### config.mk
export PLATFORM = sky130hd
export DESIGN_NAME = mpmc_ctrl
export DESIGN_NICKNAME = d
export VERILOG_FILES = /design/src/rtl/core/mpmc_pkg.sv /design/src/rtl/core/mpmc_ctrl.sv
export SDC_FILE = /design/constraint.sdc
export NUM_CORES = 1
export LEC_CHECK = 0
export ABC_AREA = 1
export BUFFER_PORTS_ARGS = -buffer_cell sky130_fd_sc_hd__buf_4
export CAP_MARGIN = 25
export CORE_MARGIN = 2
export CORE_UTILIZATION = 50
export DETAILED_ROUTE_END_ITERATION = 8
export HOLD_SLACK_MARGIN = 0.05
export PLACE_DENSITY = 0.76
export SLEW_MARGIN = 20
export SYNTH_ARGS = -nofsm -noshare
export SYNTH_HDL_FRONTEND = slang
export SYNTH_SLANG_ARGS = --single-unit
### constraint.sdc
create_clock -name clk_i -period 1.9 [get_ports clk_i]
set_input_delay 0.475 -clock clk_i [delete_from_list [all_inputs] [get_ports clk_i]]
set_output_delay 0.475 -clock clk_i [all_outputs]
set_load 0.01 [all_outputs]
### src/rtl/core/mpmc_pkg.sv
// shared types, constants and codes for the multi-pattern match counter
`timescale 1ns / 1ps

package mpmc_pkg;

  localparam int unsigned MaxNodes = 256;
  localparam int unsigned NodeW    = $clog2(MaxNodes);
  localparam int unsigned NodeCntW = NodeW + 1;
  localparam int unsigned ByteW    = 8;
  localparam int unsigned EdgeAw   = NodeW + ByteW;
  localparam int unsigned CntW     = 16;
  localparam int unsigned SumW     = 32;

  typedef enum logic [1:0] {
    OP_INSERT  = 2'd0,
    OP_BUILD   = 2'd1,
    OP_SCAN    = 2'd2,
    OP_RESTART = 2'd3
  } op_e;

  typedef enum logic [1:0] {
    STATUS_OK       = 2'd0,
    STATUS_FULL     = 2'd1,
    STATUS_NO_BUILD = 2'd2
  } status_e;

  typedef enum logic [4:0] {
    ST_CLEAR, ST_IDLE, ST_DECODE,
    ST_INS_EV, ST_INS_LAST, ST_INS_OWN,
    ST_BLD_ERD, ST_BLD_ECHK, ST_BLD_WRD, ST_BLD_WCHK, ST_BLD_END, ST_BLD_ADV, ST_BLD_POP,
    ST_SC_RD, ST_SC_CHK, ST_SC_SUM,
    ST_RESULT
  } state_e;

  typedef enum logic [4:0] {
    CMD_NONE, CMD_CLEAR, CMD_LOAD,
    CMD_INS_SKIP, CMD_INS_RD, CMD_INS_STEP, CMD_INS_END, CMD_OWN_RD, CMD_OWN_INC,
    CMD_BLD_INIT, CMD_BLD_ERD, CMD_BLD_CHILD, CMD_WALK_RD, CMD_WALK_FOLLOW,
    CMD_BLD_SETFAIL, CMD_BLD_SETEND, CMD_COL_INC, CMD_Q_RD, CMD_BLD_NODE, CMD_BLD_DONE,
    CMD_SCAN_START, CMD_SCAN_REFUSE, CMD_SC_STEP, CMD_SC_SUM,
    CMD_RESTART, CMD_RESULT
  } cmd_e;

  typedef struct packed {
    cmd_e cmd;
  } ctrl_t;

  typedef struct packed {
    op_e  op;
    logic last;
    logic dropped;
    logic built;
    logic edge_nz;
    logic walk_nz;
    logic col_last;
    logic q_nonempty;
    logic clr_last;
    logic out_free;
  } stat_t;

endpackage

### src/rtl/core/mpmc_ctrl.sv
// controller state machine sequencing insert, build, scan and restart
`timescale 1ns / 1ps

module mpmc_ctrl (
  input  logic            clk_i,
  input  logic            rst_ni,
  input  logic            in_valid_i,
  output logic            in_ready_o,
  input  mpmc_pkg::stat_t stat_i,
  output mpmc_pkg::ctrl_t ctrl_o
);

  mpmc_pkg::state_e state_q, state_d;

  always_ff @(posedge clk_i or negedge rst_ni) begin
    if (!rst_ni) begin
      state_q <= mpmc_pkg::ST_CLEAR;
    end else begin
      state_q <= state_d;
    end
  end

  always_comb begin
    state_d    = state_q;
    ctrl_o.cmd = mpmc_pkg::CMD_NONE;
    in_ready_o = 1'b0;
    case (state_q)
      mpmc_pkg::ST_CLEAR: begin
        ctrl_o.cmd = mpmc_pkg::CMD_CLEAR;
        if (stat_i.clr_last) state_d = mpmc_pkg::ST_IDLE;
      end
      mpmc_pkg::ST_IDLE: begin
        in_ready_o = 1'b1;
        if (in_valid_i) begin
          ctrl_o.cmd = mpmc_pkg::CMD_LOAD;
          state_d    = mpmc_pkg::ST_DECODE;
        end
      end
      mpmc_pkg::ST_DECODE: begin
        case (stat_i.op)
          mpmc_pkg::OP_INSERT: begin
            if (stat_i.dropped) begin
              ctrl_o.cmd = mpmc_pkg::CMD_INS_SKIP;
              state_d = stat_i.last ? mpmc_pkg::ST_INS_LAST : mpmc_pkg::ST_RESULT;
            end else begin
              ctrl_o.cmd = mpmc_pkg::CMD_INS_RD;
              state_d    = mpmc_pkg::ST_INS_EV;
            end
          end
          mpmc_pkg::OP_BUILD: begin
            ctrl_o.cmd = mpmc_pkg::CMD_BLD_INIT;
            state_d    = mpmc_pkg::ST_BLD_ERD;
          end
          mpmc_pkg::OP_SCAN: begin
            if (stat_i.built) begin
              ctrl_o.cmd = mpmc_pkg::CMD_SCAN_START;
              state_d    = mpmc_pkg::ST_SC_RD;
            end else begin
              ctrl_o.cmd = mpmc_pkg::CMD_SCAN_REFUSE;
              state_d    = mpmc_pkg::ST_RESULT;
            end
          end
          default: begin
            ctrl_o.cmd = mpmc_pkg::CMD_RESTART;
            state_d    = mpmc_pkg::ST_RESULT;
          end
        endcase
      end
      mpmc_pkg::ST_INS_EV: begin
        ctrl_o.cmd = mpmc_pkg::CMD_INS_STEP;
        state_d = stat_i.last ? mpmc_pkg::ST_INS_LAST : mpmc_pkg::ST_RESULT;
      end
      mpmc_pkg::ST_INS_LAST: begin
        if (stat_i.dropped) begin
          ctrl_o.cmd = mpmc_pkg::CMD_INS_END;
          state_d    = mpmc_pkg::ST_RESULT;
        end else begin
          ctrl_o.cmd = mpmc_pkg::CMD_OWN_RD;
          state_d    = mpmc_pkg::ST_INS_OWN;
        end
      end
      mpmc_pkg::ST_INS_OWN: begin
        ctrl_o.cmd = mpmc_pkg::CMD_OWN_INC;
        state_d    = mpmc_pkg::ST_RESULT;
      end
      mpmc_pkg::ST_BLD_ERD: begin
        ctrl_o.cmd = mpmc_pkg::CMD_BLD_ERD;
        state_d    = mpmc_pkg::ST_BLD_ECHK;
      end
      mpmc_pkg::ST_BLD_ECHK: begin
        if (stat_i.edge_nz) begin
          ctrl_o.cmd = mpmc_pkg::CMD_BLD_CHILD;
          state_d    = mpmc_pkg::ST_BLD_WRD;
        end else begin
          state_d = mpmc_pkg::ST_BLD_ADV;
        end
      end
      mpmc_pkg::ST_BLD_WRD: begin
        ctrl_o.cmd = mpmc_pkg::CMD_WALK_RD;
        state_d    = mpmc_pkg::ST_BLD_WCHK;
      end
      mpmc_pkg::ST_BLD_WCHK: begin
        if (stat_i.walk_nz && !stat_i.edge_nz) begin
          ctrl_o.cmd = mpmc_pkg::CMD_WALK_FOLLOW;
          state_d    = mpmc_pkg::ST_BLD_WRD;
        end else begin
          ctrl_o.cmd = mpmc_pkg::CMD_BLD_SETFAIL;
          state_d    = mpmc_pkg::ST_BLD_END;
        end
      end
      mpmc_pkg::ST_BLD_END: begin
        ctrl_o.cmd = mpmc_pkg::CMD_BLD_SETEND;
        state_d    = mpmc_pkg::ST_BLD_ADV;
      end
      mpmc_pkg::ST_BLD_ADV: begin
        if (!stat_i.col_last) begin
          ctrl_o.cmd = mpmc_pkg::CMD_COL_INC;
          state_d    = mpmc_pkg::ST_BLD_ERD;
        end else if (stat_i.q_nonempty) begin
          ctrl_o.cmd = mpmc_pkg::CMD_Q_RD;
          state_d    = mpmc_pkg::ST_BLD_POP;
        end else begin
          ctrl_o.cmd = mpmc_pkg::CMD_BLD_DONE;
          state_d    = mpmc_pkg::ST_RESULT;
        end
      end
      mpmc_pkg::ST_BLD_POP: begin
        ctrl_o.cmd = mpmc_pkg::CMD_BLD_NODE;
        state_d    = mpmc_pkg::ST_BLD_ERD;
      end
      mpmc_pkg::ST_SC_RD: begin
        ctrl_o.cmd = mpmc_pkg::CMD_WALK_RD;
        state_d    = mpmc_pkg::ST_SC_CHK;
      end
      mpmc_pkg::ST_SC_CHK: begin
        if (stat_i.walk_nz && !stat_i.edge_nz) begin
          ctrl_o.cmd = mpmc_pkg::CMD_WALK_FOLLOW;
          state_d    = mpmc_pkg::ST_SC_RD;
        end else begin
          ctrl_o.cmd = mpmc_pkg::CMD_SC_STEP;
          state_d    = mpmc_pkg::ST_SC_SUM;
        end
      end
      mpmc_pkg::ST_SC_SUM: begin
        ctrl_o.cmd = mpmc_pkg::CMD_SC_SUM;
        state_d    = mpmc_pkg::ST_RESULT;
      end
      mpmc_pkg::ST_RESULT: begin
        if (stat_i.out_free) begin
          ctrl_o.cmd = mpmc_pkg::CMD_RESULT;
          state_d    = mpmc_pkg::ST_IDLE;
        end
      end
      default: begin
        state_d = mpmc_pkg::ST_IDLE;
      end
    endcase
  end

endmodule

Word-level counts from Yosys, hierarchy flattened
Index checks and enable logic that the tools add are counted.

cells by class
  multiplexer cells = 27
  reductions and logical operators = 7
  equality and inequality tests = 21

operators by type and width
  operator            number
  $pmux 5 s16         2
  $mux 5              11
  $eq 5x4->1 const B  8
  $pmux 5 s3          2
  $eq 5x3->1 const B  4
  $mux 2              7
  $eq 5x2->1 const B  2
  $ne 2x2->1 const B  3
  $eq 5x1->1 const B  1
  $eq 5x5->1 const B  1
  $logic_not 5->1     1
  $mux 4              1
  $reduce_or 2->1     2
  $mux 1              3
  $mux 3              1
  $reduce_and 3->1    1
  $eq 2x1->1 const B  1
  $eq 2x2->1 const B  1
  $logic_not 2->1     1
  $logic_and 1x1->1   1
  $logic_not 1->1     1

word-level totals
  input bits = 14
  flip-flop bits (word level) = 5
  output and inout bits = 6
  word-level logic and storage cells = 56

Depth between registers and ports, before layout
Gate-level depths: netlist of the first run.

  depth after elaboration = 4
  depth in mapped cells = 10
  depth with buffers taken out = 10

Worst setup path after synthesis of the first run
OpenSTA, ideal clock, no wires.

  path kind = reg-to-output
  start = register state_q[1]
  end = output port ctrl_o[1] (netlist name)
  data required time = 1.425 ns
  stages on the path, launching flop included = 10
  path buffers = 0
  arrival = 1.182 ns
  path slack = 0.243 ns
  path through = dfrtp_1 -> inv_1 -> nand2_1 -> nor2_2 -> nand2_1 -> inv_1 -> nand2_1 -> nand2_1 -> nor2_1 -> nand4_1

RTL lines
  item                    RTL line         text
  from (decl)             mpmc_ctrl.sv:13  mpmc_pkg::state_e state_q, state_d;
  from (signal assigned)  mpmc_ctrl.sv:17  state_q <= mpmc_pkg::ST_CLEAR;
  from (signal assigned)  mpmc_ctrl.sv:19  state_q <= state_d;
  to (decl)               mpmc_ctrl.sv:10  output mpmc_pkg::ctrl_t ctrl_o

==> results of run 1 <==
path summary, 6_finish.rpt:
path / start / cells past startpoint / slack [ns] / endpoint
setup / recovery: state_q[2] / 7 / -0.25 / ctrl_o[0]
hold reg to reg: state_q[3] / 2 / 0.69 / state_q[3]
min in group clk_i: stat_i[2] / 3 / 0.55 / state_q[3]
hold / removal: rst_ni / 2 / 0.54 / state_q[3]
max in group asynchronous: rst_ni / 2 / 1.22 / state_q[4]
setup reg to reg: state_q[2] / 11 / 0.34 / state_q[0]
metal layers:
| layer | wire length [microns] | vias to the layer above | global-route usage, % |
|---|---|---|---|
| li1 | - | 583 | - |
| met1 | 1430 | 621 | 49.2 |
| met2 | 1750 | 172 | 62.4 |
| met3 | 526 | 56 | 12.5 |
| met4 | 316 | 0 | 23.6 |
| met5 | 0 | - | 0 |
report_power, final:
group / switching, mW / internal [mW] / total, mW
clock network: 0.0510 / 0.0798 / 0.131
logic: 0.703 / 0.505 / 1.21
registers: 0.0911 / 0.148 / 0.239
what timing repair did:
action | in CTS | in global routing
resized for setup | 53 | 22
endpoints found under the setup margin | 5 | 5
setup buffers | 9 | 4
hold buffers | 1 | 0
pin swaps | 16 | 11
hold endpoints to repair | 5 | 0
kinds of logic (layout without fill, tap and decap cells):
kind of cell / after synthesis / count (layout) / share of synthesized area [%]
AO/OA/AOI/OAI: 20 / 20 / 14.2
flip-flops: 5 / 5 / 16.0
buffers and inverters: 24 / 68 / 11.7
AND/OR/NAND/NOR: 102 / 102 / 58.1
cell type report:
cell class	instances	area [sq um]	area share, %
Clock buffer	4	26.3	1.95
Inverter	23	91.3	6.78
Sequential cell	5	131	9.75
Timing Repair Buffer	41	325	24.1
Tap cell	16	20.0	1.49
Multi-Input combinational cell	122	753	55.9
cells in the mapped netlist (all sizes together):
cell type and instances:
nand3 13, o21ai 12, nor2 29, nor3 9
o211ai 3, a21oi 4, a41oi 1, nand2 43
buf 1, dfrtp 5, inv 23, nand3b 2
nand4 6
stage by stage:
step	util [%]	total power, mW	area, sq um	setup slack, ns
after floorplan	-	0.643	783	0.243
after global placement	67.2	0.963	1000	0.00746
after CTS	84.0	1.34	1250	-0.0694
after global routing	90.5	1.64	1350	-0.297
final	90.5	1.58	1350	-0.252
after detailed placement	67.2	0.975	1000	0.0202
==> metrics.md, run 1 <==
| Metric | Value |
|---|---|
| Post-Syn Area | `a little under 800 sq um` |
| Crit path capture type | `primary output` |
| CP max stage cell | `dfrtp_2` |
| Via count | `1432` |
| Area grow syn2layout | `72.0%` |
| Pre-antenna DRT Iters | `7` |
| Commonest non-fill, non-tap cell in the layout | `buf_4` |
| Synth area leaders | `nand2_1 (20%), dfrtp_1 (16%), nor2_1 (12%)` |
| Worst-Skew Late Latency | `approximately 0.26 ns` |
| Detail Placement HPWL | `2080 microns` |
| CP delay by family, top | `simple AND/OR/NAND/NOR gates` |
| H-tree Lvls | `1` |
| Cell Chain, Critical Path | `nor2_2 > buf_6 > nand4_1 > nand2_1 > nor3_2 > nand3b_1 > buf_4` |
| P_leak | `0.747 nW` |
| Chip width | `around 44 microns` |
| Total negative slack | `-1.11 ns` |
| I/O pin total | `20` |
| Die Area | `1900 sq um` |
| Via-to-Cell Ratio | `roughly 6.8` |
| Clk_skew | `~0.020 ns` |
| Routed WL | `4020 microns` |
| Mean Syn Cell Area | `5.19 sq um` |
| Failing checks | `setup timing` |
| Initial drt markers | `141` |
| YS warnings | `0` |
| Gate Count Post-Synth | `151` |
| Post-synth top area share | `19.6%` |
| Yosys cell types | `16` |
| Max Freq | `between 0.4 and 0.5 GHz` |
| # nets final | `210` |
| Final WS setup | `-0.252 ns` |
| Synth Register Bits | `5` |
| Max-slew headroom | `72.7%` |
| Fin crit share | `113%` |
| Clk slew on worst S/H paths | `roughly 0.06 ns` |
| Initial antenna violation count | `0` |
| # diodes | `0` |
| CTS tree | `done` |
| Crit path buffers/inverters | `2` |
| Worst Path Max Fanout | `6` |
| Critical Path AT | `1.68 ns` |
| Clock Path Buffers | `2` |
| WL per Instance | `19.1 microns` |
| Max FFs per register | `5` |
| Share of layout cells above drive strength 1 | `48.7%` |
| Core area | `1490 sq um` |
| Slew @ Worst Pin | `0.406 ns` |
| Max-slew violations | `0` |
| Final hold vios | `0` |
| DIE HEIGHT | `43.6 microns` |
| ANT nets after route | `0` |
| Worst Hold Class | `in2async` |
| Vias in the first global route | `1219` |
| Max_cap viols | `0` |
| Slowest stage delay, CP | `0.45 ns` |
| Setup CP Type | `reg2out` |
| Crit path required time | `1.42 ns` |
| Root cell of the clock tree | `clkbuf_4` |
| RSZ-0062 raised after global routing | `true` |
| Initial Util | `52.6%` |
| Overflow after GRT | `0` |
| Site Rows | `14` |
| CTS Buf Count | `3` |
| Most frequent cells in the layout | `buf_4 (36), nand2_1 (23), nor2_1 (18)` |
| Residual DRC | `0` |
| Final std cells w/o fill | `211` |
| Fillers | `between 70 and 80` |
| Seq/Total Area, Yosys | `16.0%` |
| Critical path startpoint category | `register` |
| Min cycle time layout | `roughly 2.2 ns` |
| Syn nets | `165` |
| Number of endpoints failing setup at the final stage | `5` |
| Synth area leader | `nand2_1` |
| Worst vdd ir | `1090 uV` |
| Inst Count DP | `between 150 and 200` |
| Number of port buffers | `19` |
| GRT Total Usage | `between 40% and 50%` |
| First-pass GRT wire length | `approximately 5600 microns` |
| Pwr Density | `~1200 nW/um^2` |
| Largest net degree at the start of global routing | `8` |
| Regs by FF count | `state_q (5)` |
| Most flop-heavy register | `state_q` |
| RePlAce Congestion | `between 0.9 and 1` |
| Clock sinks | `5` |
| Status | `finished, violations left` |
| Hold_ws | `0.541 ns` |
No activity file was read; power rests on OpenSTA's default activity.
==> inputs of run 2 (changes only) <==
--- a/constraint.sdc
+++ b/constraint.sdc
@@ -3,2 +3,2 @@
 set_output_delay 0.475 -clock clk_i [all_outputs]
-set_load 0.01 [all_outputs]
+set_load 0.02 [all_outputs]
==> run 2 against run 1 <==
Routed wire length shrank 14%. Final area decreased by 6.2%. Highest routed layer unchanged. Clock-buffer cell count decreased by 1. Sequential power shrank 6%. Critical path type unchanged. Total power fell by 3.2%. The flow still finishes with violations (setup timing). Sequential cell count did not move.
==> metrics.md, run 2 (synthesized netlist as in run 1, its figures left out) <==
| Metric | Value |
|---|---|
| Status | `finished, violations left (unchanged)` |
| Failing checks | `setup timing (unchanged)` |
| Max-slew headroom | `73.5% (was 72.7%)` |
| ANT nets after route | `0 (unchanged)` |
| Final std cells w/o fill | `208 (was 211)` |
| H-tree Lvls | `1 (unchanged)` |
| Final WS setup | `-0.194 ns (was -0.252 ns)` |
| RSZ-0062 raised after global routing | `true (unchanged)` |
| Initial drt markers | `93 (was 141)` |
| Regs by FF count | `state_q (5) (unchanged)` |
| Via count | `1323 (was 1432)` |
| Largest net degree at the start of global routing | `8 (unchanged)` |
| Layout Utilization | `84.9% (was 90.5%)` |
| Clk slew on worst S/H paths | `0.06 ns (about the same)` |
| Inst Count DP | `197 (was 193)` |
| Fin crit share | `110% (was 113%)` |
| Max Freq | `0.478 GHz (was 0.465 GHz)` |
| First-pass GRT wire length | `5060 microns (was 5640 microns)` |
| RePlAce Congestion | `0.967 (was 0.998)` |
| Die Area | `1900 sq um (unchanged)` |
| DP Area | `1030 sq um (was 1000 sq um)` |
| Max-slew violations | `0 (unchanged)` |
| Worst vdd ir | `1070 uV (was 1090 uV)` |
| Worst-Skew Late Latency | `0.25 ns (was 0.26 ns)` |
| Slew @ Worst Pin | `0.395 ns (was 0.406 ns)` |
| Worst Path Max Fanout | `5 (was 6)` |
| Routed WL | `3460 microns (was 4020 microns)` |
| Max_cap viols | `0 (unchanged)` |
| Via-to-Cell Ratio | `6.36 (was 6.79)` |
| Overflow after GRT | `0 (unchanged)` |
| P_leak | `0.673 nW (was 0.747 nW)` |
| Residual DRC | `0 (unchanged)` |
| # diodes | `0 (unchanged)` |
| Site Rows | `14 (unchanged)` |
| CTS tree | `done (unchanged)` |
| Min cycle time layout | `2.09 ns (was 2.15 ns)` |
| Number of port buffers | `19 (unchanged)` |
| Hold_ws | `0.494 ns (was 0.541 ns)` |
| Clock Path Buffers | `2 (unchanged)` |
| WL per Instance | `16.7 microns (was 19.1 microns)` |
| Area grow syn2layout | `61.3% (was 72.0%)` |
| CTS Buf Count | `3 (unchanged)` |
| DIE HEIGHT | `43.6 microns (unchanged)` |
| Fillers | `84 (was 77)` |
| GRT Total Usage | `35.4% (was 40.4%)` |
| Share of layout cells above drive strength 1 | `44.3% (was 48.7%)` |
| Initial antenna violation count | `0 (unchanged)` |
| Crit path required time | `1.42 ns (about the same)` |
| Initial Util | `52.6% (unchanged)` |
| Critical path startpoint category | `register (unchanged)` |
| Detail Placement HPWL | `2050 microns (was 2080 microns)` |
| Commonest non-fill, non-tap cell in the layout | `buf_4 (unchanged)` |
| Pre-CTS setup slack | `-0.0158 ns (was 0.0202 ns)` |
| Setup CP Type | `reg2out (unchanged)` |
| Crit path capture type | `primary output (unchanged)` |
| Pre-antenna DRT Iters | `7 (unchanged)` |
| # nets final | `207 (was 210)` |
| Pwr Density | `1210 nW/um^2 (was 1170 nW/um^2)` |
| Max FFs per register | `5 (unchanged)` |
| Final Total Pwr | `1.53 mW (was 1.58 mW)` |
| Number of endpoints failing setup at the final stage | `6 (was 5)` |
| Most flop-heavy register | `state_q (unchanged)` |
| Core area | `1490 sq um (unchanged)` |
| I/O pin total | `20 (unchanged)` |
| FF-to-FF setup slack | `0.35 ns (was 0.34 ns)` |
| Vias in the first global route | `1115 (was 1219)` |
| Worst Hold Class | `in2reg (was in2async)` |
| Total negative slack | `-0.882 ns (was -1.11 ns)` |
| Post-route cell area | `1260 sq um (was 1350 sq um)` |
| Chip width | `43.6 microns (unchanged)` |
| Clk_skew | `0.00716 ns (was 0.0198 ns)` |
| Final hold vios | `0 (unchanged)` |
| Clock sinks | `5 (unchanged)` |
| Root cell of the clock tree | `clkbuf_4 (unchanged)` |
| Critical Path AT | `1.62 ns (was 1.68 ns)` |
| Most frequent cells in the layout | `buf_4 (33), nand2_1 (26), nor2_1 (19) (was buf_4 (36), nand2_1 (23), nor2_1 (18))` |
run 2: cell types whose count changed in the layout (fill, tap and decap cells not counted), sizes merged:
cell and delta:
buf -3, clkinv +1, clkbuf -1
run 2: layer usage:
| metal | part of all wire [%] | wire length, microns | track usage (%) | vias up |
|---|---|---|---|---|
| met2 | 44 | 1520 | 56.2 | 136 |
| met3 | 13 | 467 | 11.7 | 48 |
| met1 | 35 | 1230 | 44.9 | 558 |
| met5 | 0 | 0 | 0 | - |
| li1 | - | - | - | 581 |
| met4 | 7.3 | 253 | 12.1 | 0 |
run 2: area by class of cell:
class                           count  area, sq um  share of cell area, %
Clock buffer                        3         22.5                   1.78
Clock inverter                      1         5.00                  0.396
Inverter                           23         88.8                   7.03
Multi-Input combinational cell    122          684                   54.2
Sequential cell                     5          131                   10.4
Tap cell                           16         20.0                   1.58
Timing Repair Buffer               38          312                   24.7
run 2: path summary, 6_finish.rpt:
kind / startpoint / endpoint / cells after the start
min in group asynchronous: rst_ni / state_q[3] / 2
max: state_q[3] / ctrl_o[1] / 8
min: stat_i[2] / state_q[3] / 3
max in group asynchronous: rst_ni / state_q[1] / 2
min reg2reg: state_q[3] / state_q[3] / 2
max reg2reg: state_q[3] / state_q[0] / 11
run 2: timing repair:
item                       4_1_cts  5_1_grt
setup endpoints to repair        6        6
hold endpoints to repair         5        0
gates resized for setup         39       15
hold buffers                     1        0
setup buffers                    4        2
pin swaps                       11        7
run 2: critical path: stages, from the launching register on:
cell,delay (ns)
dfrtp_2,0.46
nor2_4,0.17
inv_1,0.11
nor2_4,0.18
nand2_1,0.10
nand2_1,0.09
nor2_1,0.04
nand4_1,0.07
buf_4,0.15
run 2: power by group:
group          switching [mW]  total, mW  internal [mW]
clock                  0.0561      0.133         0.0768
sequential             0.0765      0.225          0.148
combinational           0.681       1.17          0.489
